$ cat src/ncomix_pkg.sv
// Shared constants, types and the quarter-wave sine table builder for the mixer.
// No dependencies.
package ncomix_pkg;

  localparam int SAMPLE_BITS   = 16;
  localparam int PHASE_BITS    = 32;
  localparam int LUT_ADDR_BITS = 10;
  localparam int LUT_SIZE      = 1 << LUT_ADDR_BITS;
  localparam int MAG_BITS      = SAMPLE_BITS - 1;
  localparam int CFG_DATA_BITS = 32;
  localparam int APB_ADDR_BITS = 3;

  localparam logic [APB_ADDR_BITS-1:0] ADDR_PHASE_INC = APB_ADDR_BITS'(0);

  localparam longint unsigned HALF_PI_Q30 = 64'd1686629713;

  typedef enum logic [1:0] {
    QUAD_0,
    QUAD_1,
    QUAD_2,
    QUAD_3
  } quad_e;

  typedef logic [LUT_ADDR_BITS:0]        lut_idx_t;
  typedef logic [MAG_BITS-1:0]           mag_t;
  typedef logic signed [SAMPLE_BITS-1:0] sample_t;

  typedef struct packed {
    logic     rd_en;
    lut_idx_t idx_sin;
    lut_idx_t idx_cos;
  } lut_req_t;

  typedef struct packed {
    logic  bypass;
    quad_e quad;
  } mix_ctrl_t;

  typedef mag_t quarter_tab_t [LUT_SIZE+1];

  // unsigned quotient by shift and subtract, for table elaboration only
  function automatic longint unsigned udiv64(input longint unsigned num,
                                             input longint unsigned den);
    longint unsigned quo;
    longint unsigned rem;
    int              b;
    quo = '0;
    rem = '0;
    for (b = 63; b >= 0; b--) begin
      rem = {rem[62:0], num[b]};
      if (rem >= den) begin
        rem    = rem - den;
        quo[b] = 1'b1;
      end
    end
    return quo;
  endfunction

  // entry k = A * sin(pi/2 * k / LUT_SIZE) by a Q30 Taylor series, rounded half up
  function automatic quarter_tab_t build_quarter_tab();
    quarter_tab_t      tab;
    longint unsigned   x;
    longint unsigned   x2;
    longint unsigned   term;
    longint unsigned   div;
    longint            sum;
    longint            amp;
    longint            v;
    int                k;
    int                n;
    amp = (longint'(1) <<< (SAMPLE_BITS - 1)) - 1;
    for (k = 0; k <= LUT_SIZE; k++) begin
      x    = (HALF_PI_Q30 * longint'(k)) >> LUT_ADDR_BITS;
      x2   = (x * x) >> 30;
      term = x;
      sum  = longint'(x);
      for (n = 1; n <= 8; n++) begin
        div  = longint'((2 * n) * (2 * n + 1));
        term = udiv64((term * x2) >> 30, div);
        if ((n & 1) == 1) begin
          sum = sum - longint'(term);
        end else begin
          sum = sum + longint'(term);
        end
      end
      if (sum < 0) begin
        sum = 0;
      end
      v = (amp * sum + (longint'(1) <<< 29)) >>> 30;
      if (v > amp) begin
        v = amp;
      end
      tab[k] = MAG_BITS'(v);
    end
    return tab;
  endfunction

endpackage

$ cat src/ncomix_rotate.sv
// Complex rotation by the table sine and cosine, with rounding and saturation.
// Depends on ncomix_pkg.
module ncomix_rotate (
  input  ncomix_pkg::sample_t    s_i_i,
  input  ncomix_pkg::sample_t    s_q_i,
  input  ncomix_pkg::mag_t       sin_mag_i,
  input  ncomix_pkg::mag_t       cos_mag_i,
  input  ncomix_pkg::mix_ctrl_t  ctrl_i,
  output ncomix_pkg::sample_t    r_i_o,
  output ncomix_pkg::sample_t    r_q_o
);
  import ncomix_pkg::*;

  localparam int PROD_W = 2 * SAMPLE_BITS;
  localparam int ACC_W  = PROD_W + 1;
  localparam logic signed [ACC_W-1:0] ROUND  = ACC_W'(1) << (SAMPLE_BITS - 2);
  localparam logic signed [ACC_W-1:0] SAT_HI = ACC_W'((1 << (SAMPLE_BITS - 1)) - 1);
  localparam logic signed [ACC_W-1:0] SAT_LO = -SAT_HI - ACC_W'(1);

  sample_t                  a_s;
  sample_t                  b_s;
  sample_t                  sin_v;
  sample_t                  cos_v;
  logic signed [PROD_W-1:0] p_ic;
  logic signed [PROD_W-1:0] p_qs;
  logic signed [PROD_W-1:0] p_is;
  logic signed [PROD_W-1:0] p_qc;
  logic signed [ACC_W-1:0]  acc_i;
  logic signed [ACC_W-1:0]  acc_q;
  logic signed [ACC_W-1:0]  sh_i;
  logic signed [ACC_W-1:0]  sh_q;
  sample_t                  sat_i;
  sample_t                  sat_q;

  assign a_s = sample_t'({1'b0, sin_mag_i});
  assign b_s = sample_t'({1'b0, cos_mag_i});

  always_comb begin
    case (ctrl_i.quad)
      QUAD_0: begin
        sin_v = a_s;
        cos_v = b_s;
      end
      QUAD_1: begin
        sin_v = b_s;
        cos_v = -a_s;
      end
      QUAD_2: begin
        sin_v = -a_s;
        cos_v = -b_s;
      end
      QUAD_3: begin
        sin_v = -b_s;
        cos_v = a_s;
      end
      default: begin
        sin_v = a_s;
        cos_v = b_s;
      end
    endcase
  end

  assign p_ic = s_i_i * cos_v;
  assign p_qs = s_q_i * sin_v;
  assign p_is = s_i_i * sin_v;
  assign p_qc = s_q_i * cos_v;

  assign acc_i = ACC_W'(p_ic) - ACC_W'(p_qs) + ROUND;
  assign acc_q = ACC_W'(p_is) + ACC_W'(p_qc) + ROUND;
  assign sh_i  = acc_i >>> (SAMPLE_BITS - 1);
  assign sh_q  = acc_q >>> (SAMPLE_BITS - 1);

  always_comb begin
    if (sh_i > SAT_HI) begin
      sat_i = SAMPLE_BITS'(SAT_HI);
    end else if (sh_i < SAT_LO) begin
      sat_i = SAMPLE_BITS'(SAT_LO);
    end else begin
      sat_i = SAMPLE_BITS'(sh_i);
    end
    if (sh_q > SAT_HI) begin
      sat_q = SAMPLE_BITS'(SAT_HI);
    end else if (sh_q < SAT_LO) begin
      sat_q = SAMPLE_BITS'(SAT_LO);
    end else begin
      sat_q = SAMPLE_BITS'(sh_q);
    end
  end

  assign r_i_o = ctrl_i.bypass ? s_i_i : sat_i;
  assign r_q_o = ctrl_i.bypass ? s_q_i : sat_q;

endmodule

$ cat config.mk
export PLATFORM = sky130hd
export DESIGN_NAME = ncomix_rotate
export DESIGN_NICKNAME = d
export VERILOG_FILES = /design/src/ncomix_pkg.sv /design/src/ncomix_rotate.sv
export SDC_FILE = /design/constraint.sdc
export NUM_CORES = 2
export LEC_CHECK = 0
export BUFFER_PORTS_ARGS = -buffer_cell sky130_fd_sc_hd__buf_2
export CAP_MARGIN = 20
export CORE_MARGIN = 5
export CORE_UTILIZATION = 61
export DETAILED_ROUTE_END_ITERATION = 7
export MAX_ROUTING_LAYER = met4
export PLACE_DENSITY = 0.88
export SYNTH_ARGS = -nofsm -noshare
export SYNTH_HDL_FRONTEND = slang
export SYNTH_SLANG_ARGS = --single-unit
export TNS_END_PERCENT = 5
$ cat constraint.sdc
create_clock -name vclk -period 12.1
set_clock_uncertainty 0.1 [all_clocks]
set_input_delay 1.815 -clock vclk [all_inputs]
set_output_delay 1.815 -clock vclk [all_outputs]
set_load 0.01 [all_outputs]
==> results.yml <==
logic_synthesis:
  synth_top_area_frac: 0.568
  syn_area_per_cell_um2: 9.14
  seq_area_frac_synth: 0
  yosysWarnings: 0
  synth_area_leaders: "fa_1 (57%), inv_1 (12%), ha_1 (9.1%)"
  netlist_area_um2: 41400
  synth_top_area_cell: "fa_1"
  synthDistinctLibCells: 74
  syn_inst: 4526
  synth_nets: 6065
sta:
  hold_violations: 0
  relSlewSlack: 0.381
  max_freq_mhz: 75.0
  hold-worst-slack_ns: 4.18
  period_share: 1.10
  rsz0062_at_grt: "yes"
  finalCriticalPeriod_ns: 13.33
  slew_viol_final: 0
  worstMarginPinSlew_ns: 0.928
  setup_slack_ns: -1.23
  setup_viol: 32
floorplanning:
  start_util: 0.615
  fp.coreArea_um2: 67300
  die-area_um2: 73100
  rows: 95
  die_height_um: 270
  io_pins: 97
  die_x_um: 270
setup_path:
  cp.arrival_ns: 11.42
  cp_num_buf_inv: 10
  cp-start-kind: "primary input"
  end_kind: "output pin"
  critPathMaxStageDelay_ns: 0.57
  crit_top_cell: "fa_1"
  critPathRequiredTime_ns: 10.18
  critPathKind: "in2out"
  path_delay_family: "adder cells"
  crit_slowest_cell: "fa_1"
  worst-path-max-fanout: 10
layout:
  syn_to_final_growth_pct: 12.6
  drive_above_1_share: 0.139
  final_nets: 6397
  fin_util: 0.692
  finalInstanceArea_um2: 46600
  final-seq-area_um2: 0
  stdcell_count: 5733
  nFlopsAndLatches: 0
  nClkBuffers: 0
drt:
  drt-total-wl_um: 119000
  drtIter0Drc: 2825
  wl_per_cell_um: 20.7
  viasPerCell: 5.73
  first_pass_iters: 5
  drcViolationCount: 0
  ant_nets: 0
  vias: 32853
global_route:
  grt_pass1_vias: 38161
  grt_util_all_layers: 0.343
  grt_pass1_wl_um: 193000
  antenna_found_initial: 1
  grt_max_degree: 34
  gr-total-overflow: 0
place:
  dp.cells: 5722
  gp_congestion: 0.980
  portBuffers: 97
  hpwlAfterDp_um: 99500
  dpl_cell_area_um2: 46300
job:
  maxCapViolCount: 0
min_path:
  hold_start: "s_q_i[13]"
  hold_end: "r_q_o[13]"
  hold_depth: 4
  hp-class: "in2out"
status:
  status: "finished, violations left"
  violations: "negative setup slack"
tightest hold or removal path, stage by stage:
cell     delay, ns
buf_2         0.24
nor2_1        0.23
a31oi_4       0.04
buf_2         0.14
metrics by stage:
stage,setup WS (ns),TNS (ns)
3_5_place_dp,-1.52,-43.42
4_1_cts,-1.19,-35.07
2_1_floorplan,-0.268,-6.44
3_3_place_gp,-1.24,-36.98
6_report,-1.23,-35.84
5_1_grt,-1.49,-45.47
what timing repair did:
item | 4_1_cts | 5_1_grt
setup endpoints to repair | 32 | 32
setup buffers | 5 | 1
gates resized for setup | 17 | 23
gates cloned | 0 | 1
hold buffers | 0 | 0
pin swaps | 11 | 11
kinds of logic after synthesis:
family	synth area share
AO/OA/AOI/OAI	0.0336
buffers and inverters	0.136
multiplexers	0.00396
adder cells (fa/ha/maj)	0.659
XOR/XNOR	0.0230
AND/OR/NAND/NOR	0.145
synth_stat cells (3+ instances only):
master / count
o21a_1: 6
nor4_1: 7
a31oi_1: 23
mux2_2: 3
a211oi_1: 8
fa_1: 1173
mux4_2: 4
inv_1: 1276
xnor2_1: 77
nand4_1: 9
or4_1: 4
a211o_1: 3
nand2b_1: 4
or3_1: 6
and2_1: 395
a21oi_1: 45
nor2b_1: 30
buf_1: 5
o31ai_1: 8
o21ai_1: 4
nand3_1: 17
nor2_1: 95
or2_2: 32
a221o_1: 15
nor3_1: 18
buf_2: 4
o211ai_1: 6
xor2_1: 28
o21ai_0: 36
mux2i_1: 4
inv_2: 3
ha_1: 301
nand2_1: 598
clkbuf_1: 212
a21o_1: 17
how the worst max path moves through the flow:
stage	start	end	slack [ns]	depth (start not counted)
after floorplan	sin_mag_i[0]	r_q_o[1]	-0.27	32
after global placement	sin_mag_i[0]	r_i_o[3]	-1.24	34
after detailed placement	sin_mag_i[0]	r_i_o[8]	-1.52	34
after CTS	sin_mag_i[0]	r_q_o[0]	-1.19	37
after global routing	sin_mag_i[0]	r_q_o[2]	-1.49	37
final	sin_mag_i[0]	r_q_o[10]	-1.23	37
cell type report:
type | instances | area, um2
fill | 4663 | 20700
tap | 873 | 1090
inverter | 1279 | 4800
timing repair buffer | 551 | 4400
multi-input combinational | 3026 | 36300
antenna | 4 | 10.0
placed cells by master, fill, tap and decap left out, types with 30 or more instances in the layout:
master / count
fa_1: 1170
or2_2: 32
ha_1: 298
and2_1: 395
nand2_1: 598
a21oi_1: 32
buf_12: 39
inv_1: 1273
buf_4: 413
nor2b_1: 30
xnor2_1: 77
buf_2: 96
nor2_1: 94
per-layer routing:
metal,GRT usage,vias up,share of wire
met3,0.0656,747,0.097
met2,0.559,1945,0.48
met4,0.225,0,0.091
li1,-,13549,-
met1,0.389,16612,0.33
met5,-,-,0
