<file path="config.mk">
export PLATFORM = sky130hd
export DESIGN_NAME = ncomix_phase
export DESIGN_NICKNAME = d
export VERILOG_FILES = /design/src/ncomix_pkg.sv /design/src/ncomix_phase.sv
export SDC_FILE = /design/constraint.sdc
export NUM_CORES = 1
export LEC_CHECK = 0
export CORE_AREA = 10 10 120 122
export DETAILED_ROUTE_END_ITERATION = 16
export DIE_AREA = 0 0 130 132
export DONT_BUFFER_PORTS = 1
export SLEW_MARGIN = 20
export SYNTH_ARGS = -nofsm -noshare
export SYNTH_HDL_FRONTEND = slang
export SYNTH_SLANG_ARGS = --single-unit
</file>
<file path="constraint.sdc">
create_clock -name clk_i -period 5.4 [get_ports clk_i]
set_input_delay 0.54 -clock clk_i [delete_from_list [all_inputs] [get_ports clk_i]]
set_output_delay 0.54 -clock clk_i [all_outputs]
set_load 0.05 [all_outputs]
</file>
<file path="src/ncomix_pkg.sv">
// Shared constants, types and the quarter-wave sine table builder for the mixer.
// No dependencies.
package ncomix_pkg;

  localparam int SAMPLE_BITS   = 16;
  localparam int PHASE_BITS    = 32;
  localparam int LUT_ADDR_BITS = 10;
  localparam int LUT_SIZE      = 1 << LUT_ADDR_BITS;
  localparam int MAG_BITS      = SAMPLE_BITS - 1;
  localparam int CFG_DATA_BITS = 32;
  localparam int APB_ADDR_BITS = 3;

  localparam logic [APB_ADDR_BITS-1:0] ADDR_PHASE_INC = APB_ADDR_BITS'(0);

  localparam longint unsigned HALF_PI_Q30 = 64'd1686629713;

  typedef enum logic [1:0] {
    QUAD_0,
    QUAD_1,
    QUAD_2,
    QUAD_3
  } quad_e;

  typedef logic [LUT_ADDR_BITS:0]        lut_idx_t;
  typedef logic [MAG_BITS-1:0]           mag_t;
  typedef logic signed [SAMPLE_BITS-1:0] sample_t;

  typedef struct packed {
    logic     rd_en;
    lut_idx_t idx_sin;
    lut_idx_t idx_cos;
  } lut_req_t;

  typedef struct packed {
    logic  bypass;
    quad_e quad;
  } mix_ctrl_t;

  typedef mag_t quarter_tab_t [LUT_SIZE+1];

  // unsigned quotient by shift and subtract, for table elaboration only
  function automatic longint unsigned udiv64(input longint unsigned num,
                                             input longint unsigned den);
    longint unsigned quo;
    longint unsigned rem;
    int              b;
    quo = '0;
    rem = '0;
    for (b = 63; b >= 0; b--) begin
      rem = {rem[62:0], num[b]};
      if (rem >= den) begin
        rem    = rem - den;
        quo[b] = 1'b1;
      end
    end
    return quo;
  endfunction

  // entry k = A * sin(pi/2 * k / LUT_SIZE) by a Q30 Taylor series, rounded half up
  function automatic quarter_tab_t build_quarter_tab();
    quarter_tab_t      tab;
    longint unsigned   x;
    longint unsigned   x2;
    longint unsigned   term;
    longint unsigned   div;
    longint            sum;
    longint            amp;
    longint            v;
    int                k;
    int                n;
    amp = (longint'(1) <<< (SAMPLE_BITS - 1)) - 1;
    for (k = 0; k <= LUT_SIZE; k++) begin
      x    = (HALF_PI_Q30 * longint'(k)) >> LUT_ADDR_BITS;
      x2   = (x * x) >> 30;
      term = x;
      sum  = longint'(x);
      for (n = 1; n <= 8; n++) begin
        div  = longint'((2 * n) * (2 * n + 1));
        term = udiv64((term * x2) >> 30, div);
        if ((n & 1) == 1) begin
          sum = sum - longint'(term);
        end else begin
          sum = sum + longint'(term);
        end
      end
      if (sum < 0) begin
        sum = 0;
      end
      v = (amp * sum + (longint'(1) <<< 29)) >>> 30;
      if (v > amp) begin
        v = amp;
      end
      tab[k] = MAG_BITS'(v);
    end
    return tab;
  endfunction

endpackage

</file>
<file path="src/ncomix_phase.sv">
// Phase increment register, phase accumulator and table address generation.
// Depends on ncomix_pkg.
module ncomix_phase (
  input  logic                                  clk_i,
  input  logic                                  rst_ni,
  input  logic                                  psel,
  input  logic                                  penable,
  input  logic                                  pwrite,
  input  logic [ncomix_pkg::APB_ADDR_BITS-1:0]  paddr,
  input  logic [ncomix_pkg::CFG_DATA_BITS-1:0]  pwdata,
  output logic [ncomix_pkg::CFG_DATA_BITS-1:0]  prdata,
  input  logic                                  advance_i,
  output ncomix_pkg::lut_req_t                  lut_req_o,
  output ncomix_pkg::mix_ctrl_t                 ctrl_o
);
  import ncomix_pkg::*;

  logic [CFG_DATA_BITS-1:0] inc_q;
  logic [CFG_DATA_BITS-1:0] inc_d;
  logic [PHASE_BITS-1:0]    phase_q;
  logic [PHASE_BITS-1:0]    phase_d;
  logic [PHASE_BITS-1:0]    inc_lo;
  logic [LUT_ADDR_BITS+1:0] addr;
  lut_idx_t                 n_idx;
  logic                     wr_en;

  assign inc_lo = inc_q[PHASE_BITS-1:0];
  assign wr_en  = psel && penable && pwrite && (paddr == ADDR_PHASE_INC);
  assign inc_d  = wr_en ? pwdata : inc_q;
  assign phase_d = advance_i ? (phase_q + inc_lo) : phase_q;
  assign prdata = (paddr == ADDR_PHASE_INC) ? inc_q : '0;

  assign addr  = phase_q[PHASE_BITS-1 -: (LUT_ADDR_BITS + 2)];
  assign n_idx = {1'b0, addr[LUT_ADDR_BITS-1:0]};

  assign lut_req_o.rd_en   = advance_i;
  assign lut_req_o.idx_sin = n_idx;
  assign lut_req_o.idx_cos = (LUT_ADDR_BITS + 1)'(LUT_SIZE) - n_idx;
  assign ctrl_o.bypass     = (inc_lo == '0);
  assign ctrl_o.quad       = quad_e'(addr[LUT_ADDR_BITS+1:LUT_ADDR_BITS]);

  always_ff @(posedge clk_i or negedge rst_ni) begin
    if (!rst_ni) begin
      inc_q   <= '0;
      phase_q <= '0;
    end else begin
      inc_q   <= inc_d;
      phase_q <= phase_d;
    end
  end

endmodule

</file>
==> reports/metrics.yaml, run 1 <==
synth:
  ys.warnings.count: 0
  yosysSeqAreaShare: 0.338
  yosysTopAreaCell: "dfrtp_1"
  syn_inst: 494
  synthFlopType: "dfrtp_1"
  synth-seq-cells: 64
  synth_edf_count: 0
  synth.distinct_cells: 59
  synth_top_cell_area_share: 0.338
  syn_nets: 568
  async_flop_share: 1.00
  yosys-top-cells-area: "dfrtp_1 (34%), mux2_2 (11%), ha_1 (8.5%), and2_1 (4.6%), xnor2_1 (3.9%)"
  yosys-top-cells-count: "dfrtp_1 (64), mux2_2 (48), and2_1 (35), ha_1 (32), a21oi_1 (29)"
  yosysMostFrequentCell: "dfrtp_1"
  synth_area_per_cell_um2: 9.58
  syn-cell-area_um2: 4730
clock_tree:
  path_clk_slew_ns: 0.05
  cts_resized: 0
  post_cts_buffers: 0
  clock-sinks: 64
  cts_tree: "yes"
  cts_root_buf: "clkbuf_16"
  insertion_delay_ns: 0.35
  cts_buffer_depth: 2
  h-tree-depth: 3
  numCtsBuffers: 9
  cts_hold_buf: 1
layout:
  stdcell_area_um2: 5070
  finalNetCount: 548
  syn2layout_area_growth_pct: 7.16
  drive_above_1_share: 0.161
  fill_cells: 1180
  final_cells: 627
  utilization: 0.426
floorplanning:
  chipHeight_um: 132
  rows: 40
  ios: 99
  floorplan.initialDensity: 0.397
  dieArea_um2: 17200
  die_w_um: 130
  core_um2: 11900
power:
  combPwrFrac: 0.519
  pwr-share-clk: 0.176
  p_int_mw: 1.69
  p_leak_nw: 2.14
  p_per_area_nw_per_um2: 649
  finalPower_mw: 3.29
  p_sw_mw: 1.61
  netSwitchingFraction: 0.488
  ir_drop_mv: 0.264
  seq_power_share: 0.305
grt:
  grt_pass1_vias: 3796
  antenna_found_initial: 2
  grt_pass1_wl_mm: 20.1
  grt_max_degree: 65
  grt_usage: 0.147
  overflow: 0
timing:
  finClkSkew_ns: 0.0136
  period_needed_ns: 3.41
  max_freq_mhz: 293
  setup_viol: 0
  fin_setup_tns_ns: 0
  slew-limit-headroom: 0.239
  min_period_over_period: 0.631
  tightest_slew_ns: 1.13
  rsz0062_at_grt: "no"
  setup_slack_ns: 1.99
  maxSlewViolCount: 0
  whs_ns: 0.0621
  final_hold_viol_count: 0
placed_design:
  pre_cts_slack_ns: 2.24
  dp_hpwl_mm: 9.56
  io_buffers: 0
  gp_congestion: 0.901
  dpl.cell_count: 609
  dpl-instance-area_um2: 4750
detailed_routing:
  first_pass_iters: 4
  avgRoutedWirePerCell_um: 19.7
  drc: 0
  vias_per_cell: 5.86
  route.antenna.remaining_nets: 0
  vias: 3677
  drt_first_iter_violations: 164
  wl_mm: 12.4
hold_path:
  hp-class: "in -> async"
setup_path:
  worstReg2RegStart: "phase_q[20]"
  rrSetupSlack_ns: 2.25
  arrival_ns: 2.87
  crit_path_start_kind: "flop"
  endpoint_kind: "output pin"
  crit_path_max_fanout: 6
  rr_worst_depth: 7
  timing.rr.end: "phase_q[29]"
  worstSetupPathType: "reg -> out"
  required_ns: 4.86
run:
  max-cap-violations: 0
status:
  status: "completed"
-- cell type report --
type | instances | area, um2 | area share
Tap cell | 147 | 184 | 0.0363
Timing Repair Buffer | 3 | 42.5 | 0.00838
Inverter | 11 | 41.3 | 0.00814
Antenna cell | 1 | 2.50 | 0.000493
Multi-Input combinational cell | 385 | 2900 | 0.572
Clock inverter | 7 | 72.6 | 0.0143
Clock buffer | 9 | 225 | 0.0444
Sequential cell | 64 | 1600 | 0.316
-- placed cells by master (no fill, tap or decap), drive strengths merged, types with 3 or more instances in the layout --
master / Yosys / routed
a211oi: 3 / 3
a31oi: 4 / 4
ha: 32 / 32
nor3: 8 / 8
nand4: 13 / 13
dfrtp: 64 / 64
nand3b: 3 / 3
and2: 35 / 35
o211ai: 5 / 5
or3: 4 / 4
inv: 11 / 11
mux2: 52 / 52
nand3: 7 / 7
xor2: 8 / 8
nor2: 27 / 27
o21a: 12 / 12
clkinv: 0 / 4
o21bai: 5 / 5
o21ai: 21 / 21
nor2b: 7 / 7
o31ai: 3 / 3
xnor2: 21 / 21
and3: 5 / 5
o2111ai: 3 / 3
clkbuf: 13 / 9
a21oi: 32 / 32
buf: 21 / 3
a311oi: 3 / 3
a21o: 9 / 9
nor4: 11 / 11
nand2: 23 / 23
a31o: 4 / 4
-- worst max-delay path by stage --
stage / from / endpoint / slack, ns / cells past startpoint
4_1_cts: phase_q[20] / lut_req_o[8] / 1.93 / 5
2_1_floorplan: inc_lo[0] / phase_q[30] / 2.76 / 9
5_1_grt: phase_q[20] / lut_req_o[8] / 1.83 / 5
3_3_place_gp: phase_q[20] / phase_q[29] / 2.25 / 7
3_5_place_dp: phase_q[20] / phase_q[29] / 2.24 / 7
6_report: phase_q[20] / lut_req_o[8] / 1.99 / 5
-- routing by layer --
metal	part of all wire	global-route usage
met3	0.082	0.0563
met4	0.018	0.0488
met5	0	0
met2	0.47	0.234
met1	0.43	0.177
-- power by group through the flow --
| stage | clock network, mW | registers [mW] | logic [mW] |
|---|---|---|---|
| 6_report | 0.580 | 1.01 | 1.71 |
| 2_1_floorplan | 0 | 0.774 | 1.65 |
| 3_3_place_gp | 0 | 1.01 | 1.66 |
| 5_1_grt | 0.615 | 1.04 | 1.89 |
| 4_1_cts | 0.592 | 1.01 | 1.71 |
| 3_5_place_dp | 0 | 1.02 | 1.69 |
-- cells by family after synthesis --
family          count (synthesis)  share of synthesized area
buf+inv                        45                     0.0494
fa+ha+maj                      33                     0.0888
other cells                     1                   0.000792
flops                          64                      0.338
xor+xnor                       29                     0.0536
simple gates                  152                      0.174
mux                            53                      0.126
compound gates                117                      0.170
-- state kept, by name, summed over array words and instances, names as in the netlist --
name	flops
phase_q	32
inc_lo	32
-- worst max-delay path: stages (launching register included) --
cell and delay [ns]:
dfrtp_1 1.02, inv_1 0.11, ha_1 0.27, nand3b_1 0.16
nor3_1 0.08, xnor2_1 0.90
No activity file was read; power rests on OpenSTA's default activity.
==> inputs of run 2 (changes only) <==
==> constraint.sdc (replaced) <==
create_clock -name clk_i -period 3.45 [get_ports clk_i]
set_input_delay 0.345 -clock clk_i [delete_from_list [all_inputs] [get_ports clk_i]]
set_output_delay 0.345 -clock clk_i [all_outputs]
set_load 0.05 [all_outputs]
==> reports/metrics.yaml, run 2 (synthesis results as in run 1) <==
status:
  status: "completed"
grt:
  grt_pass1_wl_mm: 20.4  # +1.5%
  antenna_found_initial: 0  # -2
  grt_pass1_vias: 3809  # +0.34%
  grt_usage: 0.148  # +0.000652
  grt_max_degree: 65  # unchanged
  overflow: 0  # unchanged
floorplanning:
  chipHeight_um: 132  # unchanged
  die_w_um: 130  # unchanged
  floorplan.initialDensity: 0.397  # unchanged
  dieArea_um2: 17200  # unchanged
  rows: 40  # unchanged
  ios: 99  # unchanged
  core_um2: 11900  # unchanged
detailed_routing:
  vias_per_cell: 5.80  # -1.2%
  wl_mm: 12.4  # +0.33%
  vias: 3710  # +0.90%
  route.antenna.remaining_nets: 0  # unchanged
  drc: 0  # unchanged
  drt_first_iter_violations: 176  # +7.3%
  first_pass_iters: 4  # unchanged
  avgRoutedWirePerCell_um: 19.4  # -1.7%
clock_tree:
  clock-sinks: 64  # unchanged
  numCtsBuffers: 9  # unchanged
  post_cts_buffers: 0  # unchanged
  insertion_delay_ns: 0.33  # -0.02 ns
  path_clk_slew_ns: 0.06  # about the same
  h-tree-depth: 3  # unchanged
  cts_tree: "yes"
  cts_hold_buf: 2  # +1
  cts_root_buf: "clkbuf_16"
  cts_buffer_depth: 2  # unchanged
  cts_resized: 0  # unchanged
placed_design:
  dpl.cell_count: 623  # +2.3%
  gp_congestion: 0.908  # +0.73%
  io_buffers: 0  # unchanged
  dp_hpwl_mm: 9.58  # +0.25%
setup_path:
  arrival_ns: 3.21  # +0.34 ns
  crit_path_start_kind: "flop"
  timing.rr.end: "phase_q[30]"
  required_ns: 3.67  # -1.19 ns
  worstPathCellList: "ha_1 -> fa_1 -> a21o_1 -> a221oi_2 -> a311oi_2 -> a21oi_2 -> a311oi_1 -> or3_1 -> a31o_1"
  rrSetupSlack_ns: 0.46  # -1.79 ns
  cp_slowest_cell: "fa_1"
  worstSetupPathType: "reg -> reg"
  slowest_delay_ns: 0.42  # -0.60 ns
  endpoint_kind: "flop"
  rr_worst_depth: 9  # +2
  crit_path_max_fanout: 4  # -2
  startpoint: "inc_lo[0]"
  worstReg2RegStart: "inc_lo[0]"
timing:
  final_hold_viol_count: 0  # unchanged
  fin_setup_tns_ns: 0  # unchanged
  slew-limit-headroom: 0.562  # +0.323
  rsz0062_at_grt: "no"
  maxSlewViolCount: 0  # unchanged
  min_period_over_period: 0.868
  period_needed_ns: 2.99
  finClkSkew_ns: 0.00785  # -0.00572 ns
  whs_ns: 0.102  # +0.0400 ns
  setup_viol: 0  # unchanged
  tightest_slew_ns: 0.655  # -0.478 ns
  max_freq_mhz: 334
hold_path:
  hp-start: "advance_i"
  worstHoldEndpoint: "phase_q[23]"
  holdPathStages: 1
  hp-class: "in -> reg"
layout:
  final_cells: 640  # +2.1%
  finalNetCount: 563  # +2.7%
  fill_cells: 1151  # -2.5%
  syn2layout_area_growth_pct: 8.77
  final_cell_mix: "dfrtp_1 (64), mux2_2 (48), and2_1 (35), ha_1 (32), a21oi_1 (29)"
  final_common_cell: "dfrtp_1"
  utilization: 0.432  # +0.00641
  drive_above_1_share: 0.178  # +0.0177
  n_antenna_cell: 0  # -1
power:
  ir_drop_mv: 0.315  # +19%
  p_per_area_nw_per_um2: 1000  # +54%
  p_leak_nw: 2.19  # +2.7%
run:
  max-cap-violations: 0  # unchanged
## run 2: per-layer routing
layer,wire (um),GRT usage,part of all wire
met1,5370,0.179,0.43
met2,5880,0.241,0.47
met3,1010,0.0507,0.081
met4,156,0.0438,0.013
met5,0,0,0
## run 2: report_power, final
group          total, mW  switching [mW]  internal [mW]
combinational       2.93            1.76           1.17
sequential          1.44           0.427           1.01
clock              0.796           0.319          0.478
## run 2: worst max-delay path, delay by kind of cell (launching register included)
kind                       cells  cell delay [ns]
DFF                            1             0.40
and+or+nand+nor                1             0.32
adders and majority gates      2             0.65
AOI/OAI and AO/OA              6             1.52
## run 2: cell type report
cell class	count	area [um2]	area share
multi-input cells	385	2910	0.565
well taps	147	184	0.0357
flip-flops and latches	64	1600	0.311
clock buffers	11	233	0.0452
inverters	11	41.3	0.00802
clock inverters	4	22.5	0.00437
repair buffers	18	158	0.0306
## run 2: worst max path at each step
stage / endpoint / slack (ns) / cells past startpoint
2_1_floorplan: phase_q[30] / 0.81 / 9
3_3_place_gp: phase_q[30] / 0.55 / 9
3_5_place_dp: phase_q[30] / 0.49 / 9
4_1_cts: phase_q[30] / 0.47 / 9
5_1_grt: phase_q[30] / 0.32 / 9
6_report: phase_q[30] / 0.46 / 9
## run 2: stage by stage
| step | setup WS, ns | cell area, um2 | total power [mW] |
|---|---|---|---|
| after global placement | 0.547 | 4850 | 4.30 |
| after floorplan | 0.814 | 4730 | 3.80 |
| after detailed placement | 0.487 | 4850 | 4.35 |
| final | 0.457 | 5150 | 5.16 |
| after global routing | 0.322 | 5150 | 5.60 |
| after CTS | 0.469 | 5140 | 5.19 |
==> inputs of run 3 (changes only) <==
--- a/config.mk
+++ b/config.mk
@@ -9,6 +9,7 @@
 export DETAILED_ROUTE_END_ITERATION = 16
 export DIE_AREA = 0 0 130 132
 export DONT_BUFFER_PORTS = 1
+export GPL_TIMING_DRIVEN = 0
 export SLEW_MARGIN = 20
 export SYNTH_ARGS = -nofsm -noshare
 export SYNTH_HDL_FRONTEND = slang
==> reports/metrics.yaml, run 3 (synthesis results as in run 1) <==
status:
  status: "completed"
floorplanning:
  rows: 40  # unchanged
  die_w_um: 130  # unchanged
  ios: 99  # unchanged
  chipHeight_um: 132  # unchanged
  floorplan.initialDensity: 0.397  # unchanged
  dieArea_um2: 17200  # unchanged
  core_um2: 11900  # unchanged
grt:
  antenna_found_initial: 1  # +1
  grt_pass1_wl_mm: 20.6  # +0.91%
  overflow: 0  # unchanged
  grt_max_degree: 65  # unchanged
  grt_usage: 0.150  # +0.00218
  grt_pass1_vias: 3874  # +1.7%
clock_tree:
  insertion_delay_ns: 0.34  # about the same
  clock-sinks: 64  # unchanged
  cts_buffer_depth: 2  # unchanged
  cts_tree: "yes"
  cts_root_buf: "clkbuf_16"
  h-tree-depth: 3  # unchanged
  post_cts_buffers: 0  # unchanged
  path_clk_slew_ns: 0.06  # about the same
  numCtsBuffers: 9  # unchanged
run:
  max-cap-violations: 0  # unchanged
placed_design:
  gp_congestion: 0.873  # -3.8%
  pre_cts_slack_ns: 0.395  # -0.0919 ns
  dpl.cell_count: 641  # +2.9%
  dp_hpwl_mm: 10.0  # +4.4%
  io_buffers: 0  # unchanged
detailed_routing:
  vias: 3798  # +2.4%
  drt_first_iter_violations: 151  # -14%
  drc: 0  # unchanged
  avgRoutedWirePerCell_um: 19.1  # -1.3%
  vias_per_cell: 5.75  # -0.73%
  first_pass_iters: 5  # +1
  route.antenna.remaining_nets: 0  # unchanged
  wl_mm: 12.6  # +1.8%
timing:
  setup_slack_ns: 0.397  # -0.0601 ns
  tightest_slew_ns: 1.12  # +0.467 ns
  min_period_over_period: 0.885  # +0.0174
  final_hold_viol_count: 0  # unchanged
  period_needed_ns: 3.05  # +0.0601 ns
  fin_setup_tns_ns: 0  # unchanged
  maxSlewViolCount: 0  # unchanged
  max_freq_mhz: 328  # -2.0%
  rsz0062_at_grt: "no"
  slew-limit-headroom: 0.247  # -0.315
  finClkSkew_ns: 0.00983  # +0.00198 ns
  setup_viol: 0  # unchanged
setup_path:
  slowest_delay_ns: 0.43  # about the same
  required_ns: 3.68  # about the same
  worstPathCellList: "ha_1 -> fa_1 -> a21o_1 -> a221oi_2 -> a311oi_2 -> a21oi_2 -> a311oi_1 -> or3_1 -> a31o_1"
  arrival_ns: 3.28  # +0.07 ns
  crit_path_start_kind: "flop"
  endpoint_kind: "flop"
  cp_slowest_cell: "a221oi_2"
  crit_path_max_fanout: 4  # unchanged
  worstSetupPathType: "reg -> reg"
hold_path:
  hp-class: "in -> reg"
layout:
  drive_above_1_share: 0.184  # +0.00509
  fill_cells: 1152  # +0.087%
  multi_input_area_um2: 2900  # -0.39%
  final_cells: 660  # +3.1%
  seq_area_um2: 1600  # unchanged
  syn2layout_area_growth_pct: 11.7
  final_cell_mix: "dfrtp_1 (64), mux2_2 (48), and2_1 (35), ha_1 (32), a21oi_1 (29)"
  final_common_cell: "dfrtp_1"
  finalNetCount: 581  # +3.2%
power:
  p_leak_nw: 2.26  # +3.0%
  p_per_area_nw_per_um2: 1010  # +1.2%
  ir_drop_mv: 0.300  # -4.8%
-- run 3: area by class of cell --
cell class	count	area share
Timing Repair Buffer	2	0.00710
Clock buffer	9	0.0426
Multi-Input combinational cell	385	0.548
Sequential cell	64	0.303
Clock inverter	7	0.0194
Inverter	11	0.00781
Antenna cell	1	0.000473
Buffer	34	0.0364
Tap cell	147	0.0348
-- run 3: worst paths after layout --
kind	cells after the start	to	slack [ns]	startpoint
min in group asynchronous	2	phase_q[25]	0.59	rst_ni
max in group asynchronous	2	inc_lo[4]	2.56	rst_ni
setup / recovery	9	phase_q[30]	0.40	inc_lo[0]
hold / removal	1	inc_lo[20]	0.14	pwdata[20]
setup reg to reg	9	phase_q[30]	0.40	inc_lo[0]
hold reg to reg	1	phase_q[17]	0.51	phase_q[17]
-- run 3: report_power, final --
part	total, mW	internal [mW]	switching (mW)	leakage, nW
Sequential	1.31	1.02	0.291	0.785
Combinational	3.06	1.16	1.90	1.32
Clock	0.994	0.639	0.355	0.157
Total	5.36	2.82	2.55	2.26
-- run 3: timing repair --
item,4_1_cts,5_1_grt
gates resized for setup,0,0
endpoints found under the hold margin,64,0
hold buffers,2,0
-- run 3: metrics by stage --
stage	area (um2)	util	hold slack, ns	total power, mW
after floorplan	4730	-	0.0494	3.80
after global placement	4920	0.413	0.0534	4.29
after detailed placement	4920	0.413	0.0539	4.34
after CTS	5280	0.444	0.133	5.39
after global routing	5280	0.444	0.142	5.79
final	5290	0.444	0.141	5.36
-- run 3: per-layer routing --
metal / global-route usage / vias up / routed length [um]
met1: 0.182 / 1820 / 5380
met3: 0.0519 / 25 / 1030
met5: 0 / - / 0
li1: - / 1838 / -
met4: 0.0638 / 0 / 346
met2: 0.235 / 115 / 5890
-- run 3: critical path, delay by kind of cell (launching register included) --
| family | cells | cell delay, ns |
|---|---|---|
| DFF | 1 | 0.41 |
| and+or+nand+nor | 1 | 0.33 |
| adders and majority gates | 2 | 0.66 |
| AOI/OAI and AO/OA | 6 | 1.55 |
